[src/hdl/vrs_pkg.sv]
// vrs_pkg: shared types, constants and helpers for the verlet rope step core
// used by vrs_div, vrs_sqrt and verlet_rope_step_core; depends on nothing
`timescale 1ns / 1ps

package vrs_pkg;

  localparam int MAX_POINTS   = 32;
  localparam int IDX_W        = $clog2(MAX_POINTS);
  localparam int CNT_W        = $clog2(MAX_POINTS + 1);
  localparam int RELAX_PASSES = 5;
  localparam int PASS_W       = (RELAX_PASSES > 1) ? $clog2(RELAX_PASSES) : 1;

  // stream payload widths
  localparam int S_DATA_W = 88;
  localparam int S_USER_W = 3;
  localparam int M_DATA_W = 128;
  localparam int M_USER_W = 1;
  localparam int CFG_IDX_W = 3;

  // divider and root widths
  localparam int DIV_W      = 51;
  localparam int DEN_W      = 34;
  localparam int LINK_QBITS = 20;
  localparam int DIV_CNT_W  = $clog2(DIV_W + 1);
  localparam int SQ_W       = 63;
  localparam int ROOT_W     = 32;

  // request codes
  localparam logic [2:0] REQ_LAYOUT = 3'd0;
  localparam logic [2:0] REQ_STEP   = 3'd1;
  localparam logic [2:0] REQ_PUSH   = 3'd2;
  localparam logic [2:0] REQ_SET    = 3'd3;
  localparam logic [2:0] REQ_READ   = 3'd4;

  // register indexes
  localparam logic [CFG_IDX_W-1:0] CFG_ANCHOR_X = 3'd0;
  localparam logic [CFG_IDX_W-1:0] CFG_ANCHOR_Y = 3'd1;
  localparam logic [CFG_IDX_W-1:0] CFG_LINK_LEN = 3'd2;
  localparam logic [CFG_IDX_W-1:0] CFG_DAMPING  = 3'd3;
  localparam logic [CFG_IDX_W-1:0] CFG_POINTS   = 3'd4;
  localparam logic [CFG_IDX_W-1:0] CFG_GRAVITY  = 3'd5;

  localparam logic [17:0] RST_LINK_LEN = 18'd5120;
  localparam logic [15:0] RST_DAMPING  = 16'd32440;
  localparam logic [5:0]  RST_POINTS   = 6'd16;
  localparam logic [15:0] RST_GRAVITY  = 16'd980;

  localparam logic signed [39:0] SAT_HI = 40'sd2147483647;
  localparam logic signed [39:0] SAT_LO = -40'sd2147483648;

  typedef struct packed {
    logic             start;
    logic             full;
    logic [DIV_W-1:0] dividend;
    logic [DEN_W-1:0] divisor;
  } div_req_t;

  typedef enum logic [4:0] {
    ST_IDLE,
    ST_EXEC,
    ST_LAYOUT,
    ST_G1,
    ST_G2,
    ST_G3,
    ST_INT_X,
    ST_INT_Y,
    ST_INT_WR,
    ST_PIN,
    ST_RL_A,
    ST_RL_B,
    ST_RL_SQX,
    ST_RL_SQY,
    ST_RL_SQS,
    ST_RL_ROOT,
    ST_RL_CHK,
    ST_RL_DXS,
    ST_RL_DXW,
    ST_RL_MULY,
    ST_RL_DYS,
    ST_RL_DYW,
    ST_RL_WR0,
    ST_RL_WR1,
    ST_RL_NEXT,
    ST_RD_XS,
    ST_RD_XW,
    ST_RD_YS,
    ST_RD_YW,
    ST_FIN
  } state_t;

  function automatic logic signed [31:0] sat32(input logic signed [39:0] v);
    logic signed [31:0] r;
    if (v > SAT_HI) begin
      r = 32'sh7fffffff;
    end else if (v < SAT_LO) begin
      r = 32'sh80000000;
    end else begin
      r = v[31:0];
    end
    return r;
  endfunction

endpackage

[src/hdl/vrs_sqrt.sv]
// vrs_sqrt: bit-pair integer square root, one result bit per cycle
// floor root of a 63-bit radicand; uses vrs_pkg
`timescale 1ns / 1ps

module vrs_sqrt (
  input  logic                       clk,
  input  logic                       rst,
  input  logic                       start,
  input  logic [vrs_pkg::SQ_W-1:0]   radicand,
  output logic                       done,
  output logic [vrs_pkg::ROOT_W-1:0] root
);
  import vrs_pkg::*;

  logic            busy;
  logic [SQ_W-1:0] x;
  logic [SQ_W-1:0] r;
  logic [SQ_W-1:0] b;
  logic [SQ_W:0]   rb;
  logic            ge;

  assign rb   = {1'b0, r} + {1'b0, b};
  assign ge   = {1'b0, x} >= rb;
  assign root = r[ROOT_W-1:0];

  always_ff @(posedge clk) begin
    if (rst) begin
      busy <= 1'b0;
      done <= 1'b0;
    end else begin
      done <= 1'b0;
      if (start) begin
        busy <= 1'b1;
      end else if (busy && b[0]) begin
        busy <= 1'b0;
        done <= 1'b1;
      end
    end
  end

  always_ff @(posedge clk) begin
    if (start) begin
      x <= radicand;
      r <= '0;
      b <= {1'b1, {(SQ_W-1){1'b0}}};
    end else if (busy) begin
      if (ge) begin
        x <= x - rb[SQ_W-1:0];
        r <= (r >> 1) + b;
      end else begin
        r <= r >> 1;
      end
      b <= b >> 2;
    end
  end

endmodule

[config.mk]
export PLATFORM = sky130hd
export DESIGN_NAME = vrs_sqrt
export DESIGN_NICKNAME = d
export VERILOG_FILES = /design/src/hdl/vrs_pkg.sv /design/src/hdl/vrs_sqrt.sv
export SDC_FILE = /design/constraint.sdc
export NUM_CORES = 1
export LEC_CHECK = 0
export ABC_AREA = 1
export BUFFER_PORTS_ARGS = -buffer_cell sky130_fd_sc_hd__buf_4
export CAP_MARGIN = 30
export CORE_MARGIN = 2
export CORE_UTILIZATION = 58
export CTS_CLUSTER_SIZE = 8
export DETAILED_ROUTE_END_ITERATION = 7
export PLACE_DENSITY = 0.85
export SLEW_MARGIN = 20
export SYNTH_ARGS = -nofsm -noshare
export SYNTH_HDL_FRONTEND = slang
export SYNTH_SLANG_ARGS = --single-unit
[constraint.sdc]
create_clock -name clk -period 12.1 [get_ports clk]
set_input_delay 2.42 -clock clk [delete_from_list [all_inputs] [get_ports clk]]
set_output_delay 2.42 -clock clk [all_outputs]
set_load 0.03 [all_outputs]
==> results.sh <==
export IMPL_reg2regPathDepth=23
export IMPL_fin_crit_sh=0.505
export IMPL_max_freq_mhz=164
export IMPL_finalSetupViolCount=0
export IMPL_grt_total_usage=0.417
export IMPL_arrival_ns=6.20
export IMPL_syn_to_final_growth_pct=7.42
export IMPL_io_pins=99
export IMPL_ys_seq_elements=160
export IMPL_syn_nets=3367
export IMPL_yosysMostFrequentCell="nand2_1"
export IMPL_placed_area_mm2=0.0193
export IMPL_synth_top_area_share=0.186
export IMPL_grt_pass1_vias=19600
export IMPL_netlist_top_cells_area="nand2_1, dfxtp_1, edfxtp_1, ha_1, inv_1"
export IMPL_synth_commonest_cells="nand2_1, inv_1, nor2_1"
export IMPL_place_ws_ns=6.29
export IMPL_finalClockSkew_ns=0.0146
export IMPL_synth_ff_type="dfxtp_1"
export IMPL_avgViaCountPerCell=6.00
export IMPL_ys_warn_count=0
export IMPL_fin_tns_setup_ns=0
export IMPL_finalWorstSetupSlack_ns=5.99
export IMPL_crit_path_max_fanout=63
export IMPL_critPathCaptureType="flop"
export IMPL_syn_area_mm2=0.0185
export IMPL_routed_wirelength_um=70700
export IMPL_powerDensity_mw_per_mm2=204
export IMPL_drcViolationCount=0
export IMPL_cts_buffers=17
export IMPL_finalInstanceArea_mm2=0.0199
export IMPL_diodes=0
export IMPL_drt_pass1_iter_count=7
export IMPL_status="completed"
export IMPL_synth_seq_area_share=0.207
export IMPL_ys_async_sr_fraction=0
export IMPL_p_total_uw=4060
export IMPL_rows=65
export IMPL_post_dp_hpwl_um=56100
export IMPL_critPathKind="reg -> reg"
export IMPL_avgSynthCellArea_um2=5.84
export IMPL_synth_edf_count=63
export IMPL_grt_max_degree=96
export IMPL_cts_hold_buf=0
export IMPL_postCtsSetupBuffers=0
export IMPL_port_buffers=98
export IMPL_yosysUniqueCellTypes=45
export IMPL_start_util=0.588
export IMPL_htreeDepth=4
export IMPL_antenna_found_initial=0
export IMPL_final_hold_viol_count=0
export IMPL_grt_overflow=0
export IMPL_post_route_min_period_ns=6.11
export IMPL_die_area_mm2=0.0334
export IMPL_cts_sinks=160
export IMPL_die_y_um=183
export IMPL_fill_cells=3107
export IMPL_antenna_left=0
export IMPL_finalWeightedCongestion=1.07
export IMPL_p_leak_uw=0.00892
export IMPL_cts_tree="done"
export IMPL_fin_nets=3385
export IMPL_slew_viol_final=0
export IMPL_syn_instance_count=3172
export IMPL_drv_cap=0
export IMPL_grt_pass1_wl_um=108000
export IMPL_worstMarginPinSlew_ns=1.13
export IMPL_worstPathRequired_ns=12.19
export IMPL_cts_root_buf="clkbuf_16"
export IMPL_min_path_type="reg -> reg"
export IMPL_wl_per_cell_um=19.6
export IMPL_die_w_um=183
export IMPL_num_vias=21600
export IMPL_yosysTopAreaCell="nand2_1"
export IMPL_rsz0062_at_grt="false"
export IMPL_hold_depth=2
export IMPL_clk_latency_ns=0.48
export IMPL_clk_pin_slew_ns=0.07
export IMPL_core_area_mm2=0.0315
export IMPL_worstSetupStartpointType="flop"
export IMPL_cts_repair_resized=0
export IMPL_clock_path_buffers=2
export IMPL_irDropWorstVdd_mv=0.142
export IMPL_drtIter0Drc=2904
export IMPL_drive_gt1_frac=0.0596
export IMPL_relSlewSlack=0.239
[power by group]
group	switching (uW)	total [uW]	internal, uW
Combinational	1770	2590	818
Clock	263	591	329
Sequential	149	884	736
Total	2180	4060	1880
[metal layers]
| metal | global-route usage | vias to the layer above | wire length, um |
|---|---|---|---|
| li1 | - | 10400 | - |
| met3 | 0.105 | 200 | 7730 |
| met2 | 0.653 | 1221 | 30400 |
| met1 | 0.548 | 9847 | 29500 |
| met5 | 0 | - | 0 |
| met4 | 0.169 | 0 | 3100 |
[layout make-up]
| cell class | instances | area (um^2) | share of cell area |
|---|---|---|---|
| multi-input cells | 2480 | 12500 | 0.629 |
| flip-flops and latches | 160 | 3830 | 0.193 |
| inverters | 421 | 1580 | 0.0795 |
| repair buffers | 110 | 838 | 0.0422 |
| clock buffers | 24 | 526 | 0.0264 |
| well taps | 402 | 503 | 0.0253 |
| clock inverters | 8 | 90.1 | 0.00453 |
[flip-flops by register name (all words and copies together), names as in the netlist]
name,cells
r,63
x,63
done,1
busy,1
b,32
[worst max-delay path: stages, from the launching register on]
cell      delay (ns)
dfxtp_1         0.53
ha_1            0.34
nand2_1         0.10
o21ai_0         0.11
o21bai_1        0.25
a21oi_1         0.51
inv_1           0.17
a21oi_1         0.36
xor2_1          0.14
ha_1            0.39
nand2_1         0.11
nor2_1          0.20
inv_2           0.08
nor2_1          0.32
nand2_1         0.21
nor2_1          0.13
nand4_1         0.10
nand3_1         0.12
nand2_1         0.07
nand2_2         0.07
buf_4           0.36
nand2_2         0.13
o21ai_4         0.13
buf_4           0.73
[worst paths after layout]
check                                        from           endpoint  slack (ns)
worst max-delay path            r[8]$_SDFFE_PP0P_     x[3]$_DFFE_PP_        5.99
worst min-delay path            r[0]$_SDFFE_PP0P_  r[0]$_SDFFE_PP0P_        0.49
worst max register to register  r[8]$_SDFFE_PP0P_     x[3]$_DFFE_PP_        5.99
worst min register to register  r[0]$_SDFFE_PP0P_  r[0]$_SDFFE_PP0P_        0.49
[cells in the final DEF, fill, tap and decap left out, types with 2 or more instances in the layout]
cell / count
edfxtp_1: 63
inv_2: 17
nor2_1: 381
a21oi_1: 235
o211ai_1: 7
and3_1: 3
xor2_1: 61
o21bai_1: 29
nand3b_1: 12
a31oi_1: 12
a221oi_1: 6
o21a_1: 3
a21o_1: 14
dfxtp_1: 96
nor4_1: 9
or2_2: 24
nand3_1: 280
buf_4: 109
inv_1: 404
a21boi_0: 4
clkbuf_1: 3
nor3_1: 32
and2_1: 2
nand2_1: 917
ha_1: 128
o21ai_0: 186
nand4_1: 49
clkbuf_16: 20
nand2_2: 4
xnor2_1: 41
o31ai_1: 2
nor2_2: 2
clkinvlp_4: 3
clkinv_4: 2
o21ai_1: 27
[kinds of logic (layout without fill, tap and decap cells)]
| kind of cell | Yosys count | count (layout) | synth area share |
|---|---|---|---|
| and+or+nand+nor | 1716 | 1716 | 0.384 |
| xor gates and xnor gates | 102 | 102 | 0.0483 |
| AOI/OAI and AO/OA | 533 | 533 | 0.155 |
| DFF | 160 | 160 | 0.207 |
| adders and majority gates | 129 | 129 | 0.0876 |
| buffers and inverters | 532 | 563 | 0.118 |
[per-stage QoR]
stage / cells / hold slack, ns / utilization
2_1_floorplan: 3172 / 0.462 / -
3_3_place_gp: 3572 / 0.474 / 0.612
3_5_place_dp: 3572 / 0.483 / 0.612
4_1_cts: 3604 / 0.493 / 0.631
5_1_grt: 3605 / 0.513 / 0.632
6_report: 3605 / 0.494 / 0.632
Power figures use the tool's default switching activity.
