--- src/hdl/vrs_pkg.sv ---
// vrs_pkg: shared types, constants and helpers for the verlet rope step core
// used by vrs_div, vrs_sqrt and verlet_rope_step_core; depends on nothing
`timescale 1ns / 1ps

package vrs_pkg;

  localparam int MAX_POINTS   = 32;
  localparam int IDX_W        = $clog2(MAX_POINTS);
  localparam int CNT_W        = $clog2(MAX_POINTS + 1);
  localparam int RELAX_PASSES = 5;
  localparam int PASS_W       = (RELAX_PASSES > 1) ? $clog2(RELAX_PASSES) : 1;

  // stream payload widths
  localparam int S_DATA_W = 88;
  localparam int S_USER_W = 3;
  localparam int M_DATA_W = 128;
  localparam int M_USER_W = 1;
  localparam int CFG_IDX_W = 3;

  // divider and root widths
  localparam int DIV_W      = 51;
  localparam int DEN_W      = 34;
  localparam int LINK_QBITS = 20;
  localparam int DIV_CNT_W  = $clog2(DIV_W + 1);
  localparam int SQ_W       = 63;
  localparam int ROOT_W     = 32;

  // request codes
  localparam logic [2:0] REQ_LAYOUT = 3'd0;
  localparam logic [2:0] REQ_STEP   = 3'd1;
  localparam logic [2:0] REQ_PUSH   = 3'd2;
  localparam logic [2:0] REQ_SET    = 3'd3;
  localparam logic [2:0] REQ_READ   = 3'd4;

  // register indexes
  localparam logic [CFG_IDX_W-1:0] CFG_ANCHOR_X = 3'd0;
  localparam logic [CFG_IDX_W-1:0] CFG_ANCHOR_Y = 3'd1;
  localparam logic [CFG_IDX_W-1:0] CFG_LINK_LEN = 3'd2;
  localparam logic [CFG_IDX_W-1:0] CFG_DAMPING  = 3'd3;
  localparam logic [CFG_IDX_W-1:0] CFG_POINTS   = 3'd4;
  localparam logic [CFG_IDX_W-1:0] CFG_GRAVITY  = 3'd5;

  localparam logic [17:0] RST_LINK_LEN = 18'd5120;
  localparam logic [15:0] RST_DAMPING  = 16'd32440;
  localparam logic [5:0]  RST_POINTS   = 6'd16;
  localparam logic [15:0] RST_GRAVITY  = 16'd980;

  localparam logic signed [39:0] SAT_HI = 40'sd2147483647;
  localparam logic signed [39:0] SAT_LO = -40'sd2147483648;

  typedef struct packed {
    logic             start;
    logic             full;
    logic [DIV_W-1:0] dividend;
    logic [DEN_W-1:0] divisor;
  } div_req_t;

  typedef enum logic [4:0] {
    ST_IDLE,
    ST_EXEC,
    ST_LAYOUT,
    ST_G1,
    ST_G2,
    ST_G3,
    ST_INT_X,
    ST_INT_Y,
    ST_INT_WR,
    ST_PIN,
    ST_RL_A,
    ST_RL_B,
    ST_RL_SQX,
    ST_RL_SQY,
    ST_RL_SQS,
    ST_RL_ROOT,
    ST_RL_CHK,
    ST_RL_DXS,
    ST_RL_DXW,
    ST_RL_MULY,
    ST_RL_DYS,
    ST_RL_DYW,
    ST_RL_WR0,
    ST_RL_WR1,
    ST_RL_NEXT,
    ST_RD_XS,
    ST_RD_XW,
    ST_RD_YS,
    ST_RD_YW,
    ST_FIN
  } state_t;

  function automatic logic signed [31:0] sat32(input logic signed [39:0] v);
    logic signed [31:0] r;
    if (v > SAT_HI) begin
      r = 32'sh7fffffff;
    end else if (v < SAT_LO) begin
      r = 32'sh80000000;
    end else begin
      r = v[31:0];
    end
    return r;
  endfunction

endpackage

--- src/hdl/vrs_div.sv ---
// vrs_div: restoring divider, one quotient bit per cycle
// link mode runs LINK_QBITS steps, full mode DIV_W steps; uses vrs_pkg
`timescale 1ns / 1ps

module vrs_div (
  input  logic                    clk,
  input  logic                    rst,
  input  vrs_pkg::div_req_t       req,
  output logic                    done,
  output logic [vrs_pkg::DIV_W-1:0] quot
);
  import vrs_pkg::*;

  logic                 busy;
  logic                 full;
  logic [DIV_CNT_W-1:0] cnt;
  logic [DEN_W-1:0]     rem;
  logic [DEN_W-1:0]     dv;
  logic [DIV_W-1:0]     dq;
  logic [DEN_W:0]       shifted;
  logic [DEN_W:0]       diff;
  logic                 ge;

  assign shifted = {rem, dq[DIV_W-1]};
  assign ge      = shifted >= {1'b0, dv};
  assign diff    = shifted - {1'b0, dv};
  assign quot    = full ? dq : {{(DIV_W-LINK_QBITS){1'b0}}, dq[LINK_QBITS-1:0]};

  always_ff @(posedge clk) begin
    if (rst) begin
      busy <= 1'b0;
      done <= 1'b0;
    end else begin
      done <= 1'b0;
      if (req.start) begin
        busy <= 1'b1;
      end else if (busy && cnt == DIV_CNT_W'(1)) begin
        busy <= 1'b0;
        done <= 1'b1;
      end
    end
  end

  always_ff @(posedge clk) begin
    if (req.start) begin
      full <= req.full;
      dv   <= req.divisor;
      if (req.full) begin
        rem <= '0;
        dq  <= req.dividend;
        cnt <= DIV_CNT_W'(DIV_W);
      end else begin
        // upper dividend bits stay below the divisor in link mode
        rem <= DEN_W'(req.dividend[DIV_W-1:LINK_QBITS]);
        dq  <= {req.dividend[LINK_QBITS-1:0], {(DIV_W-LINK_QBITS){1'b0}}};
        cnt <= DIV_CNT_W'(LINK_QBITS);
      end
    end else if (busy) begin
      rem <= ge ? diff[DEN_W-1:0] : shifted[DEN_W-1:0];
      dq  <= {dq[DIV_W-2:0], ge};
      cnt <= cnt - DIV_CNT_W'(1);
    end
  end

endmodule

--- config.mk ---
export PLATFORM = sky130hd
export DESIGN_NAME = vrs_div
export DESIGN_NICKNAME = d
export VERILOG_FILES = /design/src/hdl/vrs_pkg.sv /design/src/hdl/vrs_div.sv
export SDC_FILE = /design/constraint.sdc
export NUM_CORES = 1
export LEC_CHECK = 0
export BUFFER_PORTS_ARGS = -buffer_cell sky130_fd_sc_hd__buf_2
export CAP_MARGIN = 15
export CORE_MARGIN = 5
export CORE_UTILIZATION = 57
export DETAILED_ROUTE_END_ITERATION = 8
export PLACE_DENSITY = 0.92
export SLEW_MARGIN = 20
export SYNTH_ARGS = -nofsm -noshare
export SYNTH_HDL_FRONTEND = slang
export SYNTH_SLANG_ARGS = --single-unit
--- constraint.sdc ---
create_clock -name clk -period 4.3 [get_ports clk]
set_clock_uncertainty 0.2 [all_clocks]
set_input_delay 0.43 -clock clk [delete_from_list [all_inputs] [get_ports clk]]
set_output_delay 0.43 -clock clk [all_outputs]
set_load 0.01 [all_outputs]
==> metrics.txt <==
# TYPE chip_impl_metric gauge
chip_impl_metric{name="maxCapViolCount",unit=""} 0
chip_impl_metric{name="postSynth.asyncResetShare",unit="%"} 0
chip_impl_metric{name="worst_slack",unit="ns"} 0.380
chip_impl_metric{name="synth-edff-count",unit=""} 126
chip_impl_metric{name="worst_pin_slew",unit="ns"} 0.917
chip_impl_metric{name="fillers",unit=""} 940
chip_impl_metric{name="grt_pass1_wl",unit="um"} 30900
chip_impl_info{name="path_class",value="reg2reg"} 1
chip_impl_metric{name="grt_usage",unit="%"} 24.6
chip_impl_info{name="cpMaxStageDelayCell",value="sky130_fd_sc_hd__o21ai_4"} 1
chip_impl_metric{name="vdd.ir_drop.worst",unit="mV"} 0.441
chip_impl_metric{name="clock.fmax",unit="MHz"} 255
chip_impl_info{name="critical_path.endpoint_type",value="register"} 1
chip_impl_metric{name="avgSynthCellArea",unit="um2"} 10.9
chip_impl_metric{name="reg2reg_slack",unit="ns"} 0.38
chip_impl_metric{name="ctsResizeCount",unit=""} 0
chip_impl_metric{name="report.final.setup_viol",unit=""} 0
chip_impl_metric{name="initial_core_util",unit="%"} 58.3
chip_impl_metric{name="met1_routed_wirelength_after_detailed_routing",unit="um"} 7900
chip_impl_metric{name="die_h",unit="um"} 126
chip_impl_metric{name="syn_nets",unit=""} 837
chip_impl_metric{name="drt-initial-drc-count",unit=""} 585
chip_impl_metric{name="sequential_cell_area",unit="mm2"} 0.00382
chip_impl_metric{name="flow.area_growth_from_synthesis",unit="%"} 20.4
chip_impl_metric{name="timing.final.crit_share",unit="%"} 91.2
chip_impl_metric{name="wl_met3",unit="um"} 1410
chip_impl_metric{name="power_density",unit="mW/mm2"} 544
chip_impl_metric{name="placement.io_buffers",unit=""} 140
chip_impl_metric{name="placement.setup.worst_slack",unit="ns"} 0.422
chip_impl_metric{name="finalNetCount",unit=""} 977
chip_impl_metric{name="totalWireLength",unit="um"} 19900
chip_impl_metric{name="drt-wirelength-per-cell",unit="um"} 19.1
chip_impl_info{name="layout_common_cells",value="139 x sky130_fd_sc_hd__buf_2, 126 x sky130_fd_sc_hd__edfxtp_1, 75 x sky130_fd_sc_hd__a21oi_1"} 1
chip_impl_metric{name="leakage",unit="uW"} 0.00404
chip_impl_metric{name="flop_and_latch_count_out_of_synthesis",unit=""} 128
chip_impl_metric{name="placement_rows",unit=""} 42
chip_impl_info{name="clock_tree_from_tritoncts",value="built"} 1
chip_impl_metric{name="critPathRequiredTime",unit="ns"} 4.24
chip_impl_metric{name="die_area",unit="mm2"} 0.0160
chip_impl_info{name="setup_repair_after_global_routing_missed_its_margin",value="false"} 1
chip_impl_metric{name="max_stage_delay",unit="ns"} 0.65
chip_impl_metric{name="io_pins",unit=""} 141
chip_impl_info{name="cpLargestDelayFamily",value="compound AO/OA/AOI/OAI gates"} 1
chip_impl_metric{name="place_congestion",unit=""} 0.953
chip_impl_info{name="hold_path_class",value="in2reg"} 1
chip_impl_metric{name="count_of_antenna_diodes_in_the_layout",unit=""} 0
chip_impl_metric{name="grt_overflow_total",unit=""} 0
chip_impl_info{name="synth_ff_type",value="sky130_fd_sc_hd__edfxtp_1"} 1
chip_impl_metric{name="vias_per_cell",unit=""} 6.03
chip_impl_metric{name="worstSkewPairLatency",unit="ns"} 0.43
chip_impl_metric{name="clock_sinks",unit=""} 128
chip_impl_info{name="worstSetupStartpointType",value="register"} 1
chip_impl_metric{name="timing_max_transition_violations_final",unit=""} 0
chip_impl_info{name="crit_chain",value="ha_1 > a21o_1 > nand2b_1 > o211ai_1 > o311a_1 > nor4_4 > o311ai_4 > o21ai_4 > buf_12 > mux2i_1 > o21ai_0"} 1
chip_impl_metric{name="grt_start_max_net_pins",unit=""} 77
chip_impl_metric{name="largest_buffer_count_on_any_clock_path",unit=""} 2
chip_impl_metric{name="fin_tns_setup",unit="ns"} 0
chip_impl_metric{name="timing.critical_path.buf_inv",unit=""} 1
chip_impl_metric{name="die_w",unit="um"} 126
chip_impl_info{name="ctsRootBufferMaster",value="sky130_fd_sc_hd__clkbuf_16"} 1
chip_impl_metric{name="clk_pin_slew_worst_paths",unit="ns"} 0.06
chip_impl_info{name="mostFrequentLayoutCell",value="sky130_fd_sc_hd__buf_2"} 1
chip_impl_metric{name="met2RoutedLength",unit="um"} 9640
chip_impl_metric{name="drive_above_1_share",unit="%"} 22.0
chip_impl_metric{name="post_synth_instance_area",unit="mm2"} 0.00772
chip_impl_metric{name="core",unit="mm2"} 0.0132
chip_impl_metric{name="drt_drc_violations_left",unit=""} 0
chip_impl_metric{name="place.detailed.hpwl",unit="um"} 13800
chip_impl_metric{name="grt_antenna_before_repair",unit=""} 0
chip_impl_metric{name="timing.slew.headroom",unit="%"} 38.9
chip_impl_metric{name="cts_buffers",unit=""} 17
chip_impl_metric{name="clock_tree.htree_level_count",unit=""} 4
chip_impl_metric{name="crit_path_max_fanout",unit=""} 21
chip_impl_metric{name="num_vias",unit=""} 6266
chip_impl_metric{name="number_of_warning_messages_in_the_yosys_log",unit=""} 0
chip_impl_metric{name="synth.lib_cells_used.distinct",unit=""} 55
chip_impl_metric{name="worst_hold_slack",unit="ns"} 0.0212
chip_impl_metric{name="first_global_vias",unit=""} 6131
chip_impl_metric{name="synth_cells",unit=""} 711
chip_impl_metric{name="arrival",unit="ns"} 3.86
chip_impl_metric{name="ys_seq_area_share",unit="%"} 49.5
chip_impl_metric{name="power",unit="uW"} 5060
chip_impl_info{name="status",value="complete, no violations"} 1
chip_impl_metric{name="finalWorstPathRequiredPeriod",unit="ns"} 3.92
chip_impl_info{name="routed.top_layer",value="met4"} 1
chip_impl_metric{name="hold_viol",unit=""} 0
chip_impl_metric{name="multi_input_comb_area",unit="mm2"} 0.00341
chip_impl_metric{name="cts_setup_buffers",unit=""} 0
chip_impl_metric{name="route.antenna.remaining_nets",unit=""} 0
chip_impl_metric{name="firstDrtPassIters",unit=""} 6
==> power breakdown <==
group / leakage, uW / internal [uW] / switching (uW) / total (uW)
Combinational: 0.00247 / 843 / 1060 / 1900
Clock: 0.000274 / 849 / 543 / 1390
Sequential: 0.00129 / 1640 / 122 / 1760
==> synth_stat cells (all sizes together) (3+ instances only) <==
master | count | share of area, %
edfxtp | 126 | 49
a21oi | 76 | 5.0
nor2 | 51 | 2.5
mux2i | 45 | 5.8
inv | 44 | 2.1
ha | 36 | 5.8
nand2 | 36 | 1.8
and2 | 33 | 2.7
a22o | 32 | 3.6
o21ai | 32 | 2.2
clkbuf | 30 | 1.5
buf | 29 | 2.8
xnor2 | 26 | 2.9
a21o | 14 | 1.4
nand4 | 9 | 0.73
nor3 | 9 | 0.58
o211ai | 6 | 0.58
a211oi | 5 | 0.49
a221o | 5 | 0.65
nand2b | 5 | 0.41
nor3b | 5 | 0.49
o21a | 5 | 0.49
xor2 | 5 | 0.57
nor2b | 4 | 0.32
o21bai | 4 | 0.39
a221oi | 3 | 0.34
a41oi | 3 | 0.34
o31a | 3 | 0.34
or3 | 3 | 0.24
==> cells by family after synthesis <==
kind of cell / synth area share, %
compound gates: 17.8
xor+xnor: 3.52
fa+ha+maj: 6.09
buf+inv: 6.35
flops: 49.5
mux: 5.83
simple gates: 10.9
==> flip-flops by register name, summed over array words and instances, names as in the netlist <==
name	flops
busy	1
cnt	6
done	1
dq	51
dv	34
full	1
rem	34
==> what timing repair did <==
action	4_1_cts	5_1_grt
hold endpoints to repair	32	1
endpoints found under the setup margin	0	0
hold buffers	32	1
==> routing by layer <==
layer | global-route usage [%] | vias up
met5 | 0 | -
met1 | 30.2 | 2979
met2 | 40.3 | 321
li1 | - | 2902
met3 | 6.31 | 64
met4 | 12.3 | 0
==> per-stage QoR <==
step	std cells	cell area [um2]	util, %
floorplan	711	7720	-
global placement	975	8400	63.4
detailed placement	975	8400	63.4
CTS	1039	9290	70.2
global route	1040	9300	70.2
finish	1040	9300	70.2
==> cell type report <==
type | instances | area share, %
clock inverter | 10 | 0.915
multi-input combinational | 480 | 36.7
sequential | 128 | 41.1
timing repair buffer | 180 | 11.9
tap | 176 | 2.37
inverter | 44 | 1.79
clock buffer | 22 | 5.21
==> path summary, 6_finish.rpt <==
path | from | end | depth (start not counted)
setup / recovery | rem[5]$_DFFE_PP_ | rem[8]$_DFFE_PP_ | 11
setup reg to reg | rem[5]$_DFFE_PP_ | rem[8]$_DFFE_PP_ | 11
hold / removal | req[4] | dv[4]$_DFFE_PP_ | 1
hold reg to reg | busy$_SDFFE_PP0P_ | done$_SDFF_PP0_ | 1
No activity file was read; power rests on OpenSTA's default activity.
